===== src/rtl/core/rsba_pkg.sv =====
// Shared types, constants and sample conditioning functions for the sensor block averager.
`timescale 1ns / 1ps

package rsba_pkg;

   localparam int NUM_CH   = 5;
   localparam int CH_REF   = 0;
   localparam int CH_TEMP  = 1;
   localparam int CH_MOTOR = 2;
   localparam int CH_LIGHT = 3;
   localparam int CH_AUX   = 4;

   localparam int RAW_W    = 8;
   localparam int TEMP_W   = 9;
   localparam int MOTOR_W  = 7;

   // Temperature bytes below this value have wrapped past 255.
   localparam logic [RAW_W-1:0] UNWRAP_LIMIT = 8'd50;

   // floor(2*x / 5) for 2*x < 512 as (2*x * 820) >> 12, exact over that range.
   localparam int MOTOR_MUL_W = 19;
   localparam logic [9:0] MOTOR_RECIP = 10'd820;
   localparam int MOTOR_SHIFT = 12;

   localparam int AVG_RST_REF   = 200;
   localparam int AVG_RST_TEMP  = 200;
   localparam int AVG_RST_MOTOR = 51;
   localparam int AVG_RST_LIGHT = 0;
   localparam int AVG_RST_AUX   = 200;

   typedef struct packed {
      logic acc_en;   // a beat enters the accumulate stage
      logic fwd_en;   // accumulate stage moves into the result register
   } rsba_ctl_type;

   function automatic logic [TEMP_W-1:0] rsba_unwrap(input logic [RAW_W-1:0] raw);
      logic [TEMP_W-1:0] res;
      res = {(raw < UNWRAP_LIMIT), raw};
      return res;
   endfunction

   function automatic logic [MOTOR_W-1:0] rsba_motor_scale(input logic [RAW_W-1:0] raw);
      logic [MOTOR_MUL_W-1:0] prod;
      prod = MOTOR_MUL_W'({raw, 1'b0}) * MOTOR_MUL_W'(MOTOR_RECIP);
      return prod[MOTOR_SHIFT +: MOTOR_W];
   endfunction

endpackage


===== src/rtl/core/rsba_lane.sv =====
// One channel lane: sample accumulation, block end detection and reciprocal divide.
`timescale 1ns / 1ps

module rsba_lane
   import rsba_pkg::*;
#(
   parameter int VAL_W     = 8,
   parameter int BLOCK_LEN = 20,
   parameter int AVG_RESET = 0
) (
   input  logic             clock,
   input  logic             reset,
   input  rsba_ctl_type     ctl,
   input  logic             sample_valid,
   input  logic [VAL_W-1:0] sample,
   output logic [VAL_W-1:0] average,
   output logic             fresh
);

   localparam int CNT_W   = $clog2(BLOCK_LEN + 1);
   localparam int SUM_W   = VAL_W + CNT_W;
   localparam int DIV_L   = $clog2(BLOCK_LEN);
   localparam int SHIFT   = SUM_W + DIV_L;
   localparam int RECIP_W = SUM_W + 1;
   localparam int RECIP   = (2**SHIFT + BLOCK_LEN - 1) / BLOCK_LEN;
   localparam int PROD_W  = SUM_W + RECIP_W;

   logic [SUM_W-1:0]  sum_ff, sum_in;
   logic [CNT_W-1:0]  cnt_ff, cnt_in;
   logic [SUM_W-1:0]  total_ff, total_in;
   logic              done_ff, done_in;
   logic [VAL_W-1:0]  avg_ff, avg_in;
   logic              fresh_ff, fresh_in;

   logic [SUM_W-1:0]  sum_acc;
   logic [CNT_W-1:0]  cnt_acc;
   logic              block_end;
   logic [PROD_W-1:0] prod;

   assign sum_acc   = sum_ff + SUM_W'(sample);
   assign cnt_acc   = cnt_ff + CNT_W'(1);
   assign block_end = (cnt_acc == CNT_W'(BLOCK_LEN));

   // Exact floor(total / BLOCK_LEN) for any total below 2**SUM_W.
   assign prod = PROD_W'(total_ff) * PROD_W'(RECIP);

   always_comb begin
      sum_in   = sum_ff;
      cnt_in   = cnt_ff;
      total_in = total_ff;
      done_in  = done_ff;
      avg_in   = avg_ff;
      fresh_in = fresh_ff;
      if (ctl.acc_en) begin
         total_in = sum_acc;
         done_in  = sample_valid && block_end;
         if (sample_valid) begin
            if (block_end) begin
               sum_in = '0;
               cnt_in = '0;
            end else begin
               sum_in = sum_acc;
               cnt_in = cnt_acc;
            end
         end
      end
      if (ctl.fwd_en) begin
         fresh_in = done_ff;
         if (done_ff) begin
            avg_in = prod[SHIFT +: VAL_W];
         end
      end
   end

   always_ff @(posedge clock) begin
      if (reset) begin
         sum_ff   <= '0;
         cnt_ff   <= '0;
         done_ff  <= 1'b0;
         avg_ff   <= VAL_W'(AVG_RESET);
         fresh_ff <= 1'b0;
      end else begin
         sum_ff   <= sum_in;
         cnt_ff   <= cnt_in;
         done_ff  <= done_in;
         avg_ff   <= avg_in;
         fresh_ff <= fresh_in;
      end
   end

   always_ff @(posedge clock) begin
      total_ff <= total_in;
   end

   assign average = avg_ff;
   assign fresh   = fresh_ff;

endmodule


===== src/rtl/core/radiator_sensor_block_averager_core.sv =====
// Top level of the sensor block averager: five channel lanes and the result merge.
//
//   channel | direction | handshake            | payload
//   req     | in        | req_valid/req_stall  | five samples, each with a valid flag
//   rsp     | out       | rsp_valid/rsp_stall  | five averages, three conditioned values,
//           |           |                      | online flag, fresh mask
//
// One beat per cycle is sustained while rsp_stall is low; a taken beat waits in the
// accumulate stage and moves into the result register on the rsp ports when it advances.
// Each lane's reciprocal multiply sits between the accumulate stage and the result register.
// Reset is synchronous: sums and counts clear, averages load their start values.
// rsp_stall holds the result register; the accumulate stage still takes one more beat,
// after which req_stall rises until the result is taken.
`timescale 1ns / 1ps

module radiator_sensor_block_averager_core
   import rsba_pkg::*;
#(
   parameter int BLOCK_LEN = 20
) (
   input  logic               clock,
   input  logic               reset,

   input  logic               req_valid,
   output logic               req_stall,
   input  logic [RAW_W-1:0]   req_ref_sample,
   input  logic               req_ref_valid,
   input  logic [RAW_W-1:0]   req_temp_sample,
   input  logic               req_temp_valid,
   input  logic [RAW_W-1:0]   req_motor_sample,
   input  logic               req_motor_valid,
   input  logic [RAW_W-1:0]   req_light_sample,
   input  logic               req_light_valid,
   input  logic [RAW_W-1:0]   req_aux_sample,
   input  logic               req_aux_valid,

   output logic               rsp_valid,
   input  logic               rsp_stall,
   output logic [RAW_W-1:0]   rsp_ref_average,
   output logic [TEMP_W-1:0]  rsp_temp_average,
   output logic [MOTOR_W-1:0] rsp_motor_average,
   output logic [RAW_W-1:0]   rsp_light_average,
   output logic [TEMP_W-1:0]  rsp_aux_average,
   output logic [TEMP_W-1:0]  rsp_temp_now,
   output logic [MOTOR_W-1:0] rsp_motor_now,
   output logic [TEMP_W-1:0]  rsp_aux_now,
   output logic               rsp_unit_online,
   output logic [NUM_CH-1:0]  rsp_fresh_mask
);

   rsba_ctl_type       ctl;
   logic               accept;
   logic               advance;

   logic [TEMP_W-1:0]  temp_now, aux_now;
   logic [MOTOR_W-1:0] motor_now;

   logic               a_valid_ff, a_valid_in;
   logic [TEMP_W-1:0]  a_temp_ff, a_aux_ff;
   logic [MOTOR_W-1:0] a_motor_ff;
   logic               a_online_ff;

   logic               out_valid_ff, out_valid_in;
   logic [TEMP_W-1:0]  out_temp_ff, out_aux_ff;
   logic [MOTOR_W-1:0] out_motor_ff;
   logic               out_online_ff;

   assign advance   = a_valid_ff && (!out_valid_ff || !rsp_stall);
   assign req_stall = a_valid_ff && !advance;
   assign accept    = req_valid && !req_stall;

   assign ctl.acc_en = accept;
   assign ctl.fwd_en = advance;

   assign temp_now  = req_temp_valid  ? rsba_unwrap(req_temp_sample)       : '0;
   assign aux_now   = req_aux_valid   ? rsba_unwrap(req_aux_sample)        : '0;
   assign motor_now = req_motor_valid ? rsba_motor_scale(req_motor_sample) : '0;

   rsba_lane #(.VAL_W(RAW_W), .BLOCK_LEN(BLOCK_LEN), .AVG_RESET(AVG_RST_REF)) u_ref (
      .clock        (clock),
      .reset        (reset),
      .ctl          (ctl),
      .sample_valid (req_ref_valid),
      .sample       (req_ref_sample),
      .average      (rsp_ref_average),
      .fresh        (rsp_fresh_mask[CH_REF])
   );

   rsba_lane #(.VAL_W(TEMP_W), .BLOCK_LEN(BLOCK_LEN), .AVG_RESET(AVG_RST_TEMP)) u_temp (
      .clock        (clock),
      .reset        (reset),
      .ctl          (ctl),
      .sample_valid (req_temp_valid),
      .sample       (temp_now),
      .average      (rsp_temp_average),
      .fresh        (rsp_fresh_mask[CH_TEMP])
   );

   rsba_lane #(.VAL_W(MOTOR_W), .BLOCK_LEN(BLOCK_LEN), .AVG_RESET(AVG_RST_MOTOR)) u_motor (
      .clock        (clock),
      .reset        (reset),
      .ctl          (ctl),
      .sample_valid (req_motor_valid),
      .sample       (motor_now),
      .average      (rsp_motor_average),
      .fresh        (rsp_fresh_mask[CH_MOTOR])
   );

   rsba_lane #(.VAL_W(RAW_W), .BLOCK_LEN(BLOCK_LEN), .AVG_RESET(AVG_RST_LIGHT)) u_light (
      .clock        (clock),
      .reset        (reset),
      .ctl          (ctl),
      .sample_valid (req_light_valid),
      .sample       (req_light_sample),
      .average      (rsp_light_average),
      .fresh        (rsp_fresh_mask[CH_LIGHT])
   );

   rsba_lane #(.VAL_W(TEMP_W), .BLOCK_LEN(BLOCK_LEN), .AVG_RESET(AVG_RST_AUX)) u_aux (
      .clock        (clock),
      .reset        (reset),
      .ctl          (ctl),
      .sample_valid (req_aux_valid),
      .sample       (aux_now),
      .average      (rsp_aux_average),
      .fresh        (rsp_fresh_mask[CH_AUX])
   );

   always_comb begin
      a_valid_in = a_valid_ff;
      if (accept) begin
         a_valid_in = 1'b1;
      end else if (advance) begin
         a_valid_in = 1'b0;
      end
      out_valid_in = out_valid_ff;
      if (advance) begin
         out_valid_in = 1'b1;
      end else if (!rsp_stall) begin
         out_valid_in = 1'b0;
      end
   end

   always_ff @(posedge clock) begin
      if (reset) begin
         a_valid_ff   <= 1'b0;
         out_valid_ff <= 1'b0;
      end else begin
         a_valid_ff   <= a_valid_in;
         out_valid_ff <= out_valid_in;
      end
   end

   // Carry the per-poll values alongside the lane pipeline.
   always_ff @(posedge clock) begin
      if (accept) begin
         a_temp_ff   <= temp_now;
         a_motor_ff  <= motor_now;
         a_aux_ff    <= aux_now;
         a_online_ff <= req_motor_valid;
      end
      if (advance) begin
         out_temp_ff   <= a_temp_ff;
         out_motor_ff  <= a_motor_ff;
         out_aux_ff    <= a_aux_ff;
         out_online_ff <= a_online_ff;
      end
   end

   assign rsp_valid       = out_valid_ff;
   assign rsp_temp_now    = out_temp_ff;
   assign rsp_motor_now   = out_motor_ff;
   assign rsp_aux_now     = out_aux_ff;
   assign rsp_unit_online = out_online_ff;

`ifndef SYNTHESIS
   a_stall_needs_held_beat: assert property (@(posedge clock) disable iff (reset)
      req_stall |-> a_valid_ff)
      else $error("req_stall raised with an empty accumulate stage");

   a_advance_fills_output: assert property (@(posedge clock) disable iff (reset)
      advance |=> rsp_valid)
      else $error("beat lost between accumulate stage and result register");

   a_motor_implies_online: assert property (@(posedge clock) disable iff (reset)
      (rsp_valid && rsp_motor_now != '0) |-> rsp_unit_online)
      else $error("nonzero motor value reported while unit offline");

   a_temp_unwrapped: assert property (@(posedge clock) disable iff (reset)
      rsp_valid |-> (rsp_temp_now == '0 || rsp_temp_now >= TEMP_W'(UNWRAP_LIMIT)))
      else $error("temperature value below unwrap limit");
`endif

endmodule

===== config.mk =====
export PLATFORM = sky130hd
export DESIGN_NAME = radiator_sensor_block_averager_core
export DESIGN_NICKNAME = d
export VERILOG_FILES = /design/src/rtl/core/rsba_pkg.sv /design/src/rtl/core/rsba_lane.sv /design/src/rtl/core/radiator_sensor_block_averager_core.sv
export SDC_FILE = /design/constraint.sdc
export NUM_CORES = 1
export LEC_CHECK = 0
export ABC_AREA = 1
export BUFFER_PORTS_ARGS = -buffer_cell sky130_fd_sc_hd__buf_2
export CORE_MARGIN = 2
export CORE_UTILIZATION = 40
export CTS_CLUSTER_SIZE = 12
export DETAILED_ROUTE_END_ITERATION = 12
export SYNTH_ARGS = -nofsm -noshare
export SYNTH_HDL_FRONTEND = slang
export SYNTH_SLANG_ARGS = --single-unit

===== constraint.sdc =====
create_clock -name clock -period 6.2 [get_ports clock]
set_input_delay 0.62 -clock clock [delete_from_list [all_inputs] [get_ports clock]]
set_output_delay 0.62 -clock clock [all_outputs]
set_load 0.05 [all_outputs]

==> results of run 1 <==
-- stage by stage --
step	utilization [%]	worst slack [ns]
floorplan	-	1.387
detailed placement	42.43	0.9373
global placement	42.43	1.007
global route	43.95	0.7765
CTS	43.95	1.118
finish	43.95	1.147
-- cell type report --
cell class	count	area (um^2)	share of cell area [%]
timing repair buffer	125	635.6	1.985
sequential	262	6426	20.07
inverter	732	2753	8.598
clock buffer	40	894.6	2.794
tap	959	1200	3.748
clock inverter	21	212.7	0.6644
multi-input combinational	2464	19890	62.14
-- cell usage in the layout, fill, tap and decap left out, types with 6 or more instances in the layout --
master	n
buf_2	121
or2_2	9
inv_1	724
xnor2_1	23
edfxtp_1	118
nand3b_1	15
o21bai_1	21
clkinv_1	9
fa_1	258
o21ai_0	79
ha_1	537
xor2_1	44
nor2_1	236
a21o_1	24
nor2_4	6
o21a_1	25
and2_1	14
nand2_1	636
nand3_1	179
nor4_1	6
clkbuf_16	35
nand4_1	38
a21oi_1	225
dfxtp_1	144
nor3_1	42
a22oi_1	17
-- layer usage --
layer | global-route usage (%) | up-vias | routed length (um)
met1 | 24.80 | 10320 | 32490
li1 | - | 11510 | -
met3 | 2.950 | 65 | 2899
met5 | 0 | - | 30
met2 | 29.94 | 305 | 29440
met4 | 3.855 | 4 | 1061
-- power by group through the flow --
stage / Clock [uW] / Combinational [uW] / Sequential, uW
2_1_floorplan: 0 / 9290 / 2090
3_3_place_gp: 0 / 11900 / 2100
3_5_place_dp: 0 / 11900 / 2100
4_1_cts: 2080 / 12000 / 2070
5_1_grt: 2130 / 14100 / 2080
6_report: 2000 / 12000 / 2060
-- logic make-up after synthesis --
logic type | share of synthesized area [%]
compound gates | 7.885
xor+xnor | 1.999
flops | 21.89
simple gates | 17.40
buf+inv | 10.35
fa+ha+maj | 40.48
-- final timing paths --
check / to / cells past startpoint
min reg2reg: rsp_temp_now[3] / 0
max: u_temp.average[3] / 20
min: a_online_ff / 1
max reg2reg: u_temp.average[3] / 20
-- registers in the layout, indices dropped and copies added (netlist names), 9 cells and up --
signal,flops
u_light.sum_ff,13
rsp_temp_now,9
u_aux.average,9
u_aux.sum_ff,14
a_temp_ff,9
u_ref.sum_ff,13
u_ref.total_ff,13
u_temp.sum_ff,14
u_light.total_ff,13
rsp_aux_now,9
a_aux_ff,9
u_aux.total_ff,14
u_temp.total_ff,14
u_motor.total_ff,12
u_motor.sum_ff,12
u_temp.average,9
==> flow_summary.toml, run 1 <==
[status]
status = "completed"

[routing]
first_pass_iters = 6
drc_errors = 0
wirelength_um = 65930
ant_nets = 0
vias = 22200
drt_iter0_markers = 1014
wire_per_inst_um = 14.32
viasPerCell = 4.823

[floorplanning]
core-area_um2 = 72830
start_util_pct = 40.31
ios = 123
row_count = 99
die-area_um2 = 75580
fp.dieW_um = 274.9
die-height_um = 274.9

[sta]
hold-worst-slack_ns = 0.3647
worst_pin_slew_ns = 1.059
tns_ns = 0
post-route-period-util_pct = 81.50
slew_violations = 0
max_freq_mhz = 197.9
fin_skew_ns = 0.02809
setup_viol = 0
grt_setup_unrepaired = "no"
min_period_ns = 5.053
max_slew_margin_pct = 28.78
hold_violations = 0

[setup_path]
cp_top_family = "adder cells"
path_cells = "ha_1 > fa_1 > fa_1 > inv_1 > fa_1 > inv_1 > fa_1 > inv_1 > fa_1 > inv_1 > ha_1 > nand2_1 > nor2_1 > nand2_1 > nor3_1 > nand3_1 > nand3_1 > nand2_1 > nand3_1 > nand2_1"
critPathCaptureType = "register"
path_class = "register to register"
slowest_stage = "fa_1"
cpMostUsedCell = "fa_1"
critPathMaxStageDelay_ns = 0.53
reg2reg_from = "u_temp.total_ff[8]"
critPathMaxFanout = 5
worstPathRequired_ns = 6.62
reg2reg_slack_ns = 1.15
worstSetupStartpointType = "register"
worstPathArrival_ns = 5.47
path_buf_inv = 4
crit_start = "u_temp.total_ff[8]"

[place]
dp.cells = 4542
place_area_um2 = 30910
hpwl_um = 54690
port_buffers = 122
routabilityCongestion = 0.9029

[global_routing]
grt_pass1_vias = 22660
antenna_found_initial = 2
global_route.usage.total_pct = 18.06
grt_pass1_wl_um = 111500
grt_overflow = 0
grt_max_degree = 63

[clock_network]
cts_tree = "built"
ctsRootBufferMaster = "clkbuf_16"
cts_hold_buf = 0
post_cts_resized = 0
cts.clk_slew.worst_paths_ns = 0.06
cts_buffers = 34
cts.sinks = 262
clk_path_buf_depth = 3
post_cts_buffers = 0
clock_latency_ns = 0.56
ctsHtreeMaxLevel = 2

[synthesis]
synth.avg_cell_area_um2 = 8.388
yosysMostFrequentCell = "inv_1"
synth-main-ff-cell = "dfxtp_1"
synth_top_area_share_pct = 22.89
synth_cells = 3500
synth_fp_nets = 4344
yosysSeqAreaShare_pct = 21.89
synthesis.area_um2 = 29360
synth_top_cell_by_area = "ha_1"
yosysWarnings = 0
synth_edf_count = 118
ys_top_cells_by_count = "inv_1 (725), nand2_1 (636), ha_1 (537)"
synth.distinct_cells = 46
ys_ff_latch = 262
ys_top_cells_by_area = "ha_1 (23%), fa_1 (18%), edfxtp_1 (12%), dfxtp_1 (9.8%), inv_1 (9.3%)"
synth-async-reset-ratio_pct = 0

[power_and_ir_drop]
switchingPower_uw = 8381
internal-power_uw = 7643
p_comb_share_pct = 74.7
p_sw_share_pct = 52.30
pwr-share-clk_pct = 12.5
pwr_density_cell_nw_per_um2 = 500.5
ir_drop_mv = 0.3975
pwr-share-seq_pct = 12.9
p_leak_uw = 0.01679
power_uw = 16020

[finish]
nets = 4463
instances_no_fill = 4603
num_antenna_cells = 0
design_area_um2 = 32010
final_layout_size_suffix_gt1_share_pct = 5.681
area_growth_pct = 9.053
fill_cells = 7278

[flow_run]
max-cap-violations = 0

[worst_hold_path]
worstHoldStart = "req_motor_valid"
hp-class = "input pin to register"
(Power assumes the default switching activity.)
==> run 2: changes to the inputs <==
Clock period 6.2 ns to 4.85 ns, I/O delays scaled along.
==> flow_summary.toml, run 2 (same netlist as run 1, synthesis figures left out) <==
[sta]
hold-worst-slack_ns = 0.1964
worst_pin_slew_ns = 0.7997
setup_slack_ns = -0.07039
fin_skew_ns = 0.02822
setup_viol = 1
max_slew_margin_pct = 46.69
slew_violations = 0
max_freq_mhz = 203.2
grt_setup_unrepaired = "yes"
post-route-period-util_pct = 101.5
min_period_ns = 4.920
hold_violations = 0

[power_and_ir_drop]
ir_drop_mv = 0.5294
p_leak_uw = 0.01732
pwr_density_cell_nw_per_um2 = 692.3

[clock_network]
ctsRootBufferMaster = "clkbuf_16"
ctsHtreeMaxLevel = 2
clock_latency_ns = 0.55
cts_buffers = 34
cts.sinks = 262
clk_path_buf_depth = 3
cts.clk_slew.worst_paths_ns = 0.06
cts_tree = "built"

[routing]
vias = 22640
first_pass_iters = 5
wire_per_inst_um = 14.39
wirelength_um = 67440
drt_iter0_markers = 962
ant_nets = 0
drc_errors = 0
viasPerCell = 4.830

[global_routing]
grt_overflow = 0
global_route.usage.total_pct = 18.33
grt_max_degree = 80
antenna_found_initial = 4
grt_pass1_vias = 23080
grt_pass1_wl_um = 113400

[flow_run]
max-cap-violations = 0

[place]
routabilityCongestion = 0.9452
port_buffers = 122
place_area_um2 = 31480
preCtsSetupSlack_ns = -0.2429
hpwl_um = 55720
dp.cells = 4616

[finish]
final_layout_size_suffix_gt1_share_pct = 11.40
instances_no_fill = 4687
design_area_um2 = 33310
fill_cells = 7149
final_cell_mix = "inv_1 (705), nand2_1 (608), ha_1 (524), fa_1 (248), a21oi_1 (211)"
final_common_cell = "inv_1"
area_growth_pct = 13.48
nets = 4546

[setup_path]
worstSetupStartpointType = "register"
path_class = "register to register"
worstPathArrival_ns = 5.36
worstPathRequired_ns = 5.29
critPathMaxFanout = 4
critPathCaptureType = "register"

[floorplanning]
die-height_um = 274.9
start_util_pct = 40.31
die-area_um2 = 75580
row_count = 99
fp.dieW_um = 274.9
core-area_um2 = 72830
ios = 123

[status]
status = "finished with violations"
violations = "negative setup slack"

[worst_hold_path]
hp-class = "input pin to register"
[run 2: metal layers]
layer  up-vias  track usage, %  share of wire (%)
li1      11670               -                  -
met1     10590           25.28                 49
met2       307           30.62                 45
met3        70           2.653                4.3
met4         2           3.741                1.6
met5         -               0              0.019
[run 2: area by class of cell]
type	count	area, um^2	share of cell area, %
diodes	1	2.502	0.007511
clock buffers	45	974.7	2.926
well taps	959	1200	3.602
flip-flops and latches	262	6426	19.29
repair buffers	208	1279	3.838
clock inverters	16	192.7	0.5784
multi-input cells	2464	20490	61.50
inverters	732	2753	8.263
[run 2: worst paths after layout]
check	from	cells past startpoint	slack (ns)	end
worst max register to register	u_aux.total_ff[13]	16	-0.07	u_aux.average[5]
worst min-delay path	req_motor_valid	1	0.20	a_online_ff
worst max-delay path	u_aux.total_ff[13]	16	-0.07	u_aux.average[5]
worst min register to register	a_temp_ff[2]	0	0.41	rsp_temp_now[2]
[run 2: stage by stage]
step | util [%] | total power, uW | setup TNS [ns]
3_5_place_dp | 43.21 | 18370 | -2.649
6_report | 45.74 | 23070 | -0.07039
3_3_place_gp | 43.21 | 18290 | -1.063
5_1_grt | 45.74 | 25940 | -1.872
4_1_cts | 44.93 | 21500 | 0
2_1_floorplan | - | 14550 | 0
[run 2: timing repair]
item / CTS / global route
gates resized for setup: 15 / 150
endpoints found under the setup margin: 14 / 25
pin swaps: 6 / 107
setup buffers: 0 / 9
hold buffers: 0 / 0
[run 2: critical path, stage by stage, from the launching register on]
cell	delay [ns]
edfxtp_1	0.44
fa_2	0.59
inv_2	0.04
fa_1	0.52
fa_2	0.45
fa_1	0.51
inv_1	0.05
fa_1	0.53
fa_1	0.47
ha_4	0.36
nand4_1	0.18
nor3_1	0.26
nand2_1	0.14
nand4_1	0.11
nand3_1	0.08
nand2_1	0.08
inv_1	0.03
[run 2: power breakdown]
group,switching (uW),internal [uW],leakage [uW]
Clock,1020,1630,0.000565
Sequential,132,2490,0.00234
Combinational,10900,6940,0.0144
Total,12000,11100,0.0173
